==> src/lfms_pkg.sv <==
// ============================================================================
// lfms_pkg
// Shared types and constants for the line follower mode and steering block.
// ============================================================================
package lfms_pkg;

    typedef enum logic [2:0] {
        MODE_BOOT      = 3'd0,
        MODE_BOOT_ALM  = 3'd1,
        MODE_READY     = 3'd2,
        MODE_READY_ALM = 3'd3,
        MODE_RUN       = 3'd4,
        MODE_RUN_ALM   = 3'd5,
        MODE_SEARCH    = 3'd6
    } mode_t;

    // APB register indexes (byte address / 4)
    typedef enum logic [2:0] {
        REG_COOLDOWN   = 3'd0,
        REG_LEFT_THR   = 3'd1,
        REG_RIGHT_THR  = 3'd2,
        REG_MIN_SPEED  = 3'd3,
        REG_SEARCH_HI  = 3'd4,
        REG_SEARCH_LO  = 3'd5
    } reg_idx_t;

    localparam logic [7:0] STEER_CENTER = 8'h80;
    localparam logic [7:0] STEER_MIN    = 8'h01;
    localparam logic [7:0] STEER_MAX    = 8'hFE;

    localparam logic [7:0] RST_COOLDOWN  = 8'd50;
    localparam logic [3:0] RST_LEFT_THR  = 4'h2;
    localparam logic [3:0] RST_RIGHT_THR = 4'h4;
    localparam logic [7:0] RST_MIN_SPEED = 8'h00;
    localparam logic [7:0] RST_SEARCH_HI = 8'hE0;
    localparam logic [7:0] RST_SEARCH_LO = 8'h1F;

    // run speed by switch bits 5:4
    function automatic logic [7:0] run_speed(input logic [1:0] sel);
        logic [7:0] s;
        case (sel)
            2'd0:    s = 8'h90;
            2'd1:    s = 8'hB0;
            2'd2:    s = 8'hD0;
            default: s = 8'hF0;
        endcase
        return s;
    endfunction

    // floor(n * 10 / 3) for a 4-bit setting
    function automatic logic [5:0] hold_of(input logic [3:0] n);
        logic [5:0] h;
        case (n)
            4'd0:    h = 6'd0;
            4'd1:    h = 6'd3;
            4'd2:    h = 6'd6;
            4'd3:    h = 6'd10;
            4'd4:    h = 6'd13;
            4'd5:    h = 6'd16;
            4'd6:    h = 6'd20;
            4'd7:    h = 6'd23;
            4'd8:    h = 6'd26;
            4'd9:    h = 6'd30;
            4'd10:   h = 6'd33;
            4'd11:   h = 6'd36;
            4'd12:   h = 6'd40;
            4'd13:   h = 6'd43;
            4'd14:   h = 6'd46;
            default: h = 6'd50;
        endcase
        return h;
    endfunction

endpackage

==> src/line_follower_mode_and_steering.sv <==
// ============================================================================
// line_follower_mode_and_steering
// Vehicle mode sequencer and steering controller, one control tick per item.
// ============================================================================
// Data path: an accepted input is held in the input register, then one pass
//   of logic loads the result register, which drives m_axis.
// Throughput: 1 tick per cycle unless m_axis stalls; the tick state is set in
//   the same pass that loads the result register, so the next tick sees it.
// Reset (rst_n low, async): mode boot, steering 128, all counters and flags
//   cleared, configuration registers to their defaults, both stages empty.
module line_follower_mode_and_steering
    import lfms_pkg::*;
(
    input  logic        clk,
    input  logic        rst_n,
    // tick input
    input  logic        s_axis_tvalid,
    output logic        s_axis_tready,
    // [0] button_event, [8:1] switches, [16:9] line_sensors,
    // [17] motor_stopped, [25:18] steering_feedback, [31:26] zero
    input  logic [31:0] s_axis_tdata,
    // result output
    output logic        m_axis_tvalid,
    input  logic        m_axis_tready,
    // [7:0] speed_cmd, [15:8] steering_drive, [18:16] vehicle_state,
    // [24:19] hold_time, [31:25] zero
    output logic [31:0] m_axis_tdata,
    // configuration
    input  logic        psel,
    input  logic        penable,
    input  logic        pwrite,
    input  logic [4:0]  paddr,
    input  logic [31:0] pwdata,
    output logic [31:0] prdata,
    output logic        pready
);

    // ------------------------------------------------------------------
    // Configuration registers
    // ------------------------------------------------------------------
    logic [7:0] cooldown_ticks_reg;
    logic [3:0] left_thr_reg;
    logic [3:0] right_thr_reg;
    logic [7:0] min_speed_reg;
    logic [7:0] search_hi_reg;
    logic [7:0] search_lo_reg;

    logic       cfg_wr;
    reg_idx_t   cfg_idx;

    assign pready  = 1'b1;
    assign cfg_wr  = psel & penable & pwrite & pready;
    assign cfg_idx = reg_idx_t'(paddr[4:2]);

    always_ff @(posedge clk or negedge rst_n)
    begin
        if (!rst_n)
        begin
            cooldown_ticks_reg <= RST_COOLDOWN;
            left_thr_reg       <= RST_LEFT_THR;
            right_thr_reg      <= RST_RIGHT_THR;
            min_speed_reg      <= RST_MIN_SPEED;
            search_hi_reg      <= RST_SEARCH_HI;
            search_lo_reg      <= RST_SEARCH_LO;
        end
        else if (cfg_wr)
        begin
            case (cfg_idx)
                REG_COOLDOWN:  cooldown_ticks_reg <= pwdata[7:0];
                REG_LEFT_THR:  left_thr_reg       <= pwdata[3:0];
                REG_RIGHT_THR: right_thr_reg      <= pwdata[3:0];
                REG_MIN_SPEED: min_speed_reg      <= pwdata[7:0];
                REG_SEARCH_HI: search_hi_reg      <= pwdata[7:0];
                REG_SEARCH_LO: search_lo_reg      <= pwdata[7:0];
                default: ;   // unmapped addresses are ignored
            endcase
        end
    end

    always_comb
    begin
        case (cfg_idx)
            REG_COOLDOWN:  prdata = {24'd0, cooldown_ticks_reg};
            REG_LEFT_THR:  prdata = {28'd0, left_thr_reg};
            REG_RIGHT_THR: prdata = {28'd0, right_thr_reg};
            REG_MIN_SPEED: prdata = {24'd0, min_speed_reg};
            REG_SEARCH_HI: prdata = {24'd0, search_hi_reg};
            REG_SEARCH_LO: prdata = {24'd0, search_lo_reg};
            default:       prdata = 32'd0;
        endcase
    end

    // ------------------------------------------------------------------
    // Pipeline control: input register -> result register.
    // The input stage refills in the same cycle it drains.
    // ------------------------------------------------------------------
    logic        in_valid_reg;
    logic [25:0] in_data_reg;
    logic        out_valid_reg;
    logic [24:0] out_data_reg;
    logic        advance;

    assign advance       = in_valid_reg & (~out_valid_reg | m_axis_tready);
    assign s_axis_tready = ~in_valid_reg | advance;
    assign m_axis_tvalid = out_valid_reg;
    assign m_axis_tdata  = {7'd0, out_data_reg};

    always_ff @(posedge clk or negedge rst_n)
    begin
        if (!rst_n)
        begin
            in_valid_reg  <= 1'b0;
            out_valid_reg <= 1'b0;
        end
        else
        begin
            if (s_axis_tready)
                in_valid_reg <= s_axis_tvalid;
            if (advance)
                out_valid_reg <= 1'b1;
            else if (m_axis_tready)
                out_valid_reg <= 1'b0;
        end
    end

    always_ff @(posedge clk)
    begin
        if (s_axis_tready && s_axis_tvalid)
            in_data_reg <= s_axis_tdata[25:0];
    end

    // ------------------------------------------------------------------
    // Tick state
    // ------------------------------------------------------------------
    mode_t      mode_reg,     mode_next;
    logic       pending_reg,  pending_next;
    logic [7:0] cooldown_reg, cooldown_next;
    logic [7:0] steer_reg,    steer_next;
    logic       sweep_up_reg, sweep_up_next;
    logic       parity_reg;
    logic [5:0] hold_reg,     hold_next;
    logic [7:0] speed_next;

    // unpacked tick fields
    logic       t_button;
    logic [7:0] t_switches;
    logic [7:0] t_sensors;
    logic       t_stopped;
    logic [7:0] t_feedback;

    assign t_button   = in_data_reg[0];
    assign t_switches = in_data_reg[8:1];
    assign t_sensors  = in_data_reg[16:9];
    assign t_stopped  = in_data_reg[17];
    assign t_feedback = in_data_reg[25:18];

    // intermediate values of the tick
    logic       press;
    logic       dark;
    mode_t      mode_a;       // after the mode rules
    logic [7:0] cd_load;
    logic       step_dn;
    logic       step_up;
    logic [7:0] steer_step;   // +/-1 result, unclamped (never wraps: 1..254 in)
    logic [7:0] steer_clamp;

    always_comb
    begin
        press = pending_reg | t_button;
        dark  = (t_sensors == 8'd0);

        // mode rules, applied in order
        mode_a = mode_reg;
        if (mode_a == MODE_BOOT || mode_a == MODE_BOOT_ALM)
            mode_a = press ? MODE_BOOT_ALM : MODE_READY;
        if (mode_a == MODE_RUN_ALM && t_stopped)
            mode_a = MODE_READY;
        if (mode_a == MODE_READY && press && dark)
            mode_a = MODE_READY_ALM;
        if (mode_a == MODE_READY_ALM && !dark)
            mode_a = MODE_READY;

        pending_next = press;
        cd_load      = cooldown_reg;
        if (press && cooldown_reg == 8'd0)
        begin
            // accepted press: clear latch, restart cooldown, toggle ready/run
            pending_next = 1'b0;
            cd_load      = cooldown_ticks_reg;
            if (mode_a == MODE_READY)
                mode_a = MODE_RUN;
            else if (mode_a == MODE_RUN)
                mode_a = MODE_READY;
        end
        cooldown_next = (cd_load != 8'd0) ? cd_load - 8'd1 : cd_load;

        speed_next = (mode_a == MODE_RUN) ? run_speed(t_switches[5:4]) : min_speed_reg;

        // steering step for run and search
        step_dn = 1'b0;
        step_up = 1'b0;
        case (mode_a)
            MODE_RUN:
            begin
                step_dn = ~parity_reg & (t_sensors[3:0] > left_thr_reg);
                step_up = ~parity_reg & (t_sensors[7:4] > right_thr_reg);
            end
            MODE_SEARCH:
            begin
                step_dn = ~sweep_up_reg;
                step_up = sweep_up_reg;
            end
            default: ;
        endcase

        if (step_up && !step_dn)
            steer_step = steer_reg + 8'd1;
        else if (step_dn && !step_up)
            steer_step = steer_reg - 8'd1;
        else
            steer_step = steer_reg;

        if (steer_step > STEER_MAX)
            steer_clamp = STEER_MAX;
        else if (steer_step < STEER_MIN)
            steer_clamp = STEER_MIN;
        else
            steer_clamp = steer_step;

        mode_next     = mode_a;
        steer_next    = steer_reg;
        sweep_up_next = sweep_up_reg;
        case (mode_a)
            MODE_READY:
            begin
                // one step toward center per tick
                if (steer_reg < STEER_CENTER)
                    steer_next = steer_reg + 8'd1;
                else if (steer_reg > STEER_CENTER)
                    steer_next = steer_reg - 8'd1;
            end
            MODE_RUN:
            begin
                steer_next    = steer_clamp;
                sweep_up_next = (steer_clamp < STEER_CENTER);
                if (dark)
                    mode_next = MODE_SEARCH;
            end
            MODE_SEARCH:
            begin
                steer_next = steer_clamp;
                if (!dark)
                    mode_next = MODE_RUN;
                else if ((sweep_up_reg && t_feedback >= search_hi_reg) ||
                         (!sweep_up_reg && t_feedback <= search_lo_reg))
                    mode_next = MODE_RUN_ALM;
            end
            default: ;   // alarm and boot modes hold the steering
        endcase

        hold_next = (mode_next == MODE_READY) ? hold_of(t_switches[3:0]) : hold_reg;
    end

    always_ff @(posedge clk or negedge rst_n)
    begin
        if (!rst_n)
        begin
            mode_reg     <= MODE_BOOT;
            pending_reg  <= 1'b0;
            cooldown_reg <= 8'd0;
            steer_reg    <= STEER_CENTER;
            sweep_up_reg <= 1'b0;
            parity_reg   <= 1'b0;
            hold_reg     <= 6'd0;
        end
        else if (advance)
        begin
            mode_reg     <= mode_next;
            pending_reg  <= pending_next;
            cooldown_reg <= cooldown_next;
            steer_reg    <= steer_next;
            sweep_up_reg <= sweep_up_next;
            parity_reg   <= ~parity_reg;
            hold_reg     <= hold_next;
        end
    end

    // result register: payload only, qualified by out_valid_reg
    always_ff @(posedge clk)
    begin
        if (advance)
            out_data_reg <= {hold_next, mode_next, steer_next, speed_next};
    end

endmodule

==> config.mk <==
export PLATFORM = sky130hd
export DESIGN_NAME = line_follower_mode_and_steering
export DESIGN_NICKNAME = d
export VERILOG_FILES = /design/src/lfms_pkg.sv /design/src/line_follower_mode_and_steering.sv
export SDC_FILE = /design/constraint.sdc
export NUM_CORES = 1
export LEC_CHECK = 0
export BUFFER_PORTS_ARGS = -buffer_cell sky130_fd_sc_hd__buf_2
export CORE_ASPECT_RATIO = 1.5
export CORE_UTILIZATION = 25
export DETAILED_ROUTE_END_ITERATION = 10
export GPL_TIMING_DRIVEN = 0
export HOLD_SLACK_MARGIN = 0.15
export PLACE_DENSITY = 0.43
export SYNTH_ARGS = -nofsm -noshare
export SYNTH_HDL_FRONTEND = slang
export SYNTH_SLANG_ARGS = --single-unit
==> constraint.sdc <==
create_clock -name clk -period 3.1 [get_ports clk]
set_clock_uncertainty 0.1 [all_clocks]
set_input_delay 0.155 -clock clk [delete_from_list [all_inputs] [get_ports clk]]
set_output_delay 0.155 -clock clk [all_outputs]
set_load 0.02 [all_outputs]
==> results.py <==
metrics = {
    "synthesis": {
        "avgSynthCellArea_um2": 10.1,
        "ys_types": 74,
        "netlist_area_um2": 7340,
        "yosysSeqAreaShare": 0.458,
        "synth.top_cell.area_share": 0.201,
        "yosysWarnings": 0,
        "synthCells": 729,
        "synth_top_area_cell": "edfxtp_1",
        "asyncSetResetFlopFracSynth": 0.560,
        "ys_seq_elements": 125,
        "synth_edf_count": 49,
        "synth_ff_type": "dfrtp_1",
        "netlist_top_cells_area": "edfxtp_1 (20%), dfrtp_1 (19%), ha_1 (6.1%)",
    },
    "sta": {
        "drv_slew": 0,
        "report.final.hold_viol_count": 0,
        "rsz0062_at_grt": "true",
        "slew-limit-headroom": 0.197,
        "finalCriticalPeriod_ps": 3190,
        "fmax_mhz": 314,
        "worst_slack_ps": -89.0,
        "finalSetupViolCount": 3,
        "setup_tns_ps": -241,
        "finalCritPeriodShare": 1.03,
        "worst_slew_pin_slew_ps": 1200,
    },
    "worst_setup_path": {
        "worstPathMaxFanout": 6,
        "critPathLaunchType": "register",
        "critPathCaptureType": "register",
        "crit_chain": "nor4_2 > and4b_1 > buf_6 > mux2i_4 > or2_4 > o31ai_2 > o211ai_1 > nand3_1 > o41ai_4 > o2111ai_2 > a22oi_1",
        "worstReg2RegEnd": "steer_reg[0]",
        "rrSetupSlack_ps": -90,
        "critical-path-top-delay-family": "compound AO/OA/AOI/OAI gates",
        "worst-path-buf-inv": 1,
        "crit_required_ps": 3340,
        "slowest_delay_ps": 410,
        "critPathSlowestCell": "o211ai_1",
        "r2r_cells": 11,
        "arrival_ps": 3430,
        "critPathKind": "register to register",
        "timing.rr.start": "cooldown_reg[0]",
    },
    "final_layout": {
        "drive_above_1_share": 0.315,
        "largest_reg_flops": 25,
        "fin_cells": 1326,
        "utilization": 0.348,
        "area_growth_pct": 36.5,
        "nets": 1035,
        "fillers": 2907,
        "diodes": 0,
        "postLayoutCellArea_um2": 10000,
    },
    "placement": {
        "port_buffers": 74,
        "place_area_um2": 8360,
        "place_ws_ps": -542,
        "gp_congestion": 0.839,
        "hpwlAfterDp_mm": 15.6,
        "dp_cells": 1225,
    },
    "power_and_ir_drop": {
        "ir_worst_vdd_v": 0.000434,
        "p_leak_nw": 4.32,
        "p_per_area_nw_per_um2": 887,
    },
    "cts": {
        "clk_pin_slew_ps": 60,
        "clkSinkCount": 125,
        "insertion_delay_ps": 430,
        "numCtsBuffers": 17,
        "cts_root_buf": "clkbuf_16",
        "clock_path_buffers": 2,
        "cts_tree": "yes",
        "h-tree-depth": 4,
    },
    "floorplanning": {
        "die_y_um": 212,
        "rows": 76,
        "die_area_um2": 30100,
        "core_um2": 28800,
        "start_util": 0.255,
        "die-width_um": 142,
        "ios": 143,
    },
    "grt": {
        "top_usage_layer": "met2",
        "antenna_found_initial": 0,
        "grt_use_met1": 0.159,
        "grt_use_met2": 0.275,
        "grt_use_met3": 0.0269,
        "gr-usage-all-layers": 0.148,
        "grt_max_degree": 57,
        "grt_pass1_vias": 5985,
        "grt_pass1_wl_mm": 33.1,
        "grt_overflow": 0,
    },
    "job": {
        "maxCapViolCount": 0,
    },
    "route": {
        "drc": 0,
        "wl_per_cell_um": 16.0,
        "ant_nets": 0,
        "vias_per_cell": 4.45,
        "postRouteWirelength_mm": 21.2,
        "drt_iter0_markers": 233,
        "vias": 5901,
        "drt_pass1_iterations": 4,
    },
    "status": {
        "violations": "setup timing",
        "run_status": "finished with violations",
    },
    "worst_hold_path": {
        "min_path_type": "input port to async pin",
    },
}
worst min-delay path, cell delays in order:
cell and delay, ps:
dlygate4sd3_1 530, buf_4 140, buf_16 260
cell usage after synthesis (5+ instances only):
| library cell | n |
|---|---|
| edfxtp_1 | 49 |
| nand2_1 | 91 |
| inv_1 | 40 |
| nand4_1 | 8 |
| nor3_1 | 5 |
| a211oi_1 | 6 |
| o31ai_1 | 5 |
| mux2i_1 | 16 |
| buf_4 | 32 |
| ha_1 | 36 |
| o22ai_1 | 10 |
| and2_1 | 8 |
| o211ai_1 | 11 |
| a31oi_1 | 6 |
| nor2_1 | 42 |
| nor2b_1 | 9 |
| clkbuf_1 | 22 |
| a21oi_1 | 28 |
| buf_2 | 5 |
| and3_1 | 8 |
| o21ai_0 | 66 |
| mux2_2 | 39 |
| a21o_1 | 8 |
| dfxtp_1 | 6 |
| dfrtp_1 | 56 |
| xnor2_1 | 10 |
| dfstp_2 | 14 |
| nand3_1 | 9 |
| nand2b_1 | 12 |
report_power, final:
group / internal [W] / switching, W
clock: 0.00142 / 0.000800
sequential: 0.00228 / 0.000280
combinational: 0.00177 / 0.00233
worst max-delay path by stage:
| stage | from | endpoint | depth (start not counted) |
|---|---|---|---|
| after floorplan | right_thr_reg[2] | out_data_reg[8] | 13 |
| after global placement | left_thr_reg[1] | out_data_reg[8] | 13 |
| after detailed placement | left_thr_reg[1] | out_data_reg[8] | 13 |
| after CTS | cooldown_reg[7] | out_data_reg[8] | 13 |
| after global routing | in_data_reg[16] | out_data_reg[8] | 12 |
| final | cooldown_reg[0] | steer_reg[0] | 11 |
routing by layer:
| metal | up-vias | wire (um) |
|---|---|---|
| met4 | 0 | 597 |
| met2 | 138 | 11500 |
| li1 | 2932 | - |
| met1 | 2794 | 8440 |
| met3 | 37 | 652 |
| met5 | - | 0 |
final cells by class:
| type | instances | area [um^2] | share of cell area |
|---|---|---|---|
| Tap cell | 390 | 488 | 0.0487 |
| Clock inverter | 12 | 183 | 0.0182 |
| Sequential cell | 125 | 3360 | 0.335 |
| Multi-Input combinational cell | 529 | 3900 | 0.389 |
| Timing Repair Buffer | 145 | 1060 | 0.106 |
| Inverter | 41 | 154 | 0.0154 |
| Clock buffer | 20 | 468 | 0.0467 |
| Buffer | 64 | 408 | 0.0407 |
kinds of logic (layout without fill, tap and decap cells):
family / count (synthesis) / in the layout / share of synthesized area
flip-flops: 125 / 125 / 0.458
adder cells (fa/ha/maj): 36 / 36 / 0.0614
AO/OA/AOI/OAI: 172 / 172 / 0.153
other: 2 / 32 / 0.00102
buffers and inverters: 105 / 282 / 0.0740
XOR/XNOR: 15 / 15 / 0.0189
AND/OR/NAND/NOR: 217 / 217 / 0.145
multiplexers: 57 / 57 / 0.0878
cells in the final DEF, fill, tap and decap left out, types with 22 or more instances in the layout:
| cell type | n |
|---|---|
| a21oi_1 | 23 |
| conb_1 | 32 |
| clkbuf_1 | 22 |
| dfrtp_1 | 56 |
| nor2_1 | 40 |
| edfxtp_1 | 49 |
| o21ai_0 | 56 |
| inv_1 | 38 |
| buf_2 | 78 |
| dlygate4sd3_1 | 40 |
| ha_1 | 34 |
| buf_4 | 57 |
| nand2_1 | 88 |
| mux2_2 | 34 |
what timing repair did:
action / 4_1_cts / 5_1_grt
pin swaps: 23 / 35
hold buffers: 40 / 0
buffers inserted: 11 / 18
hold endpoints to repair: 138 / 0
gates resized for setup: 34 / 52
setup endpoints to repair: 32 / 36
metrics by stage:
stage	hold slack, ps	power [W]
finish	184	0.00888
global route	196	0.00944
CTS	197	0.00846
detailed placement	-34.3	0.00589
global placement	233	0.00586
floorplan	-241	0.00494
Note: power is estimated with default switching activity, not from simulation.
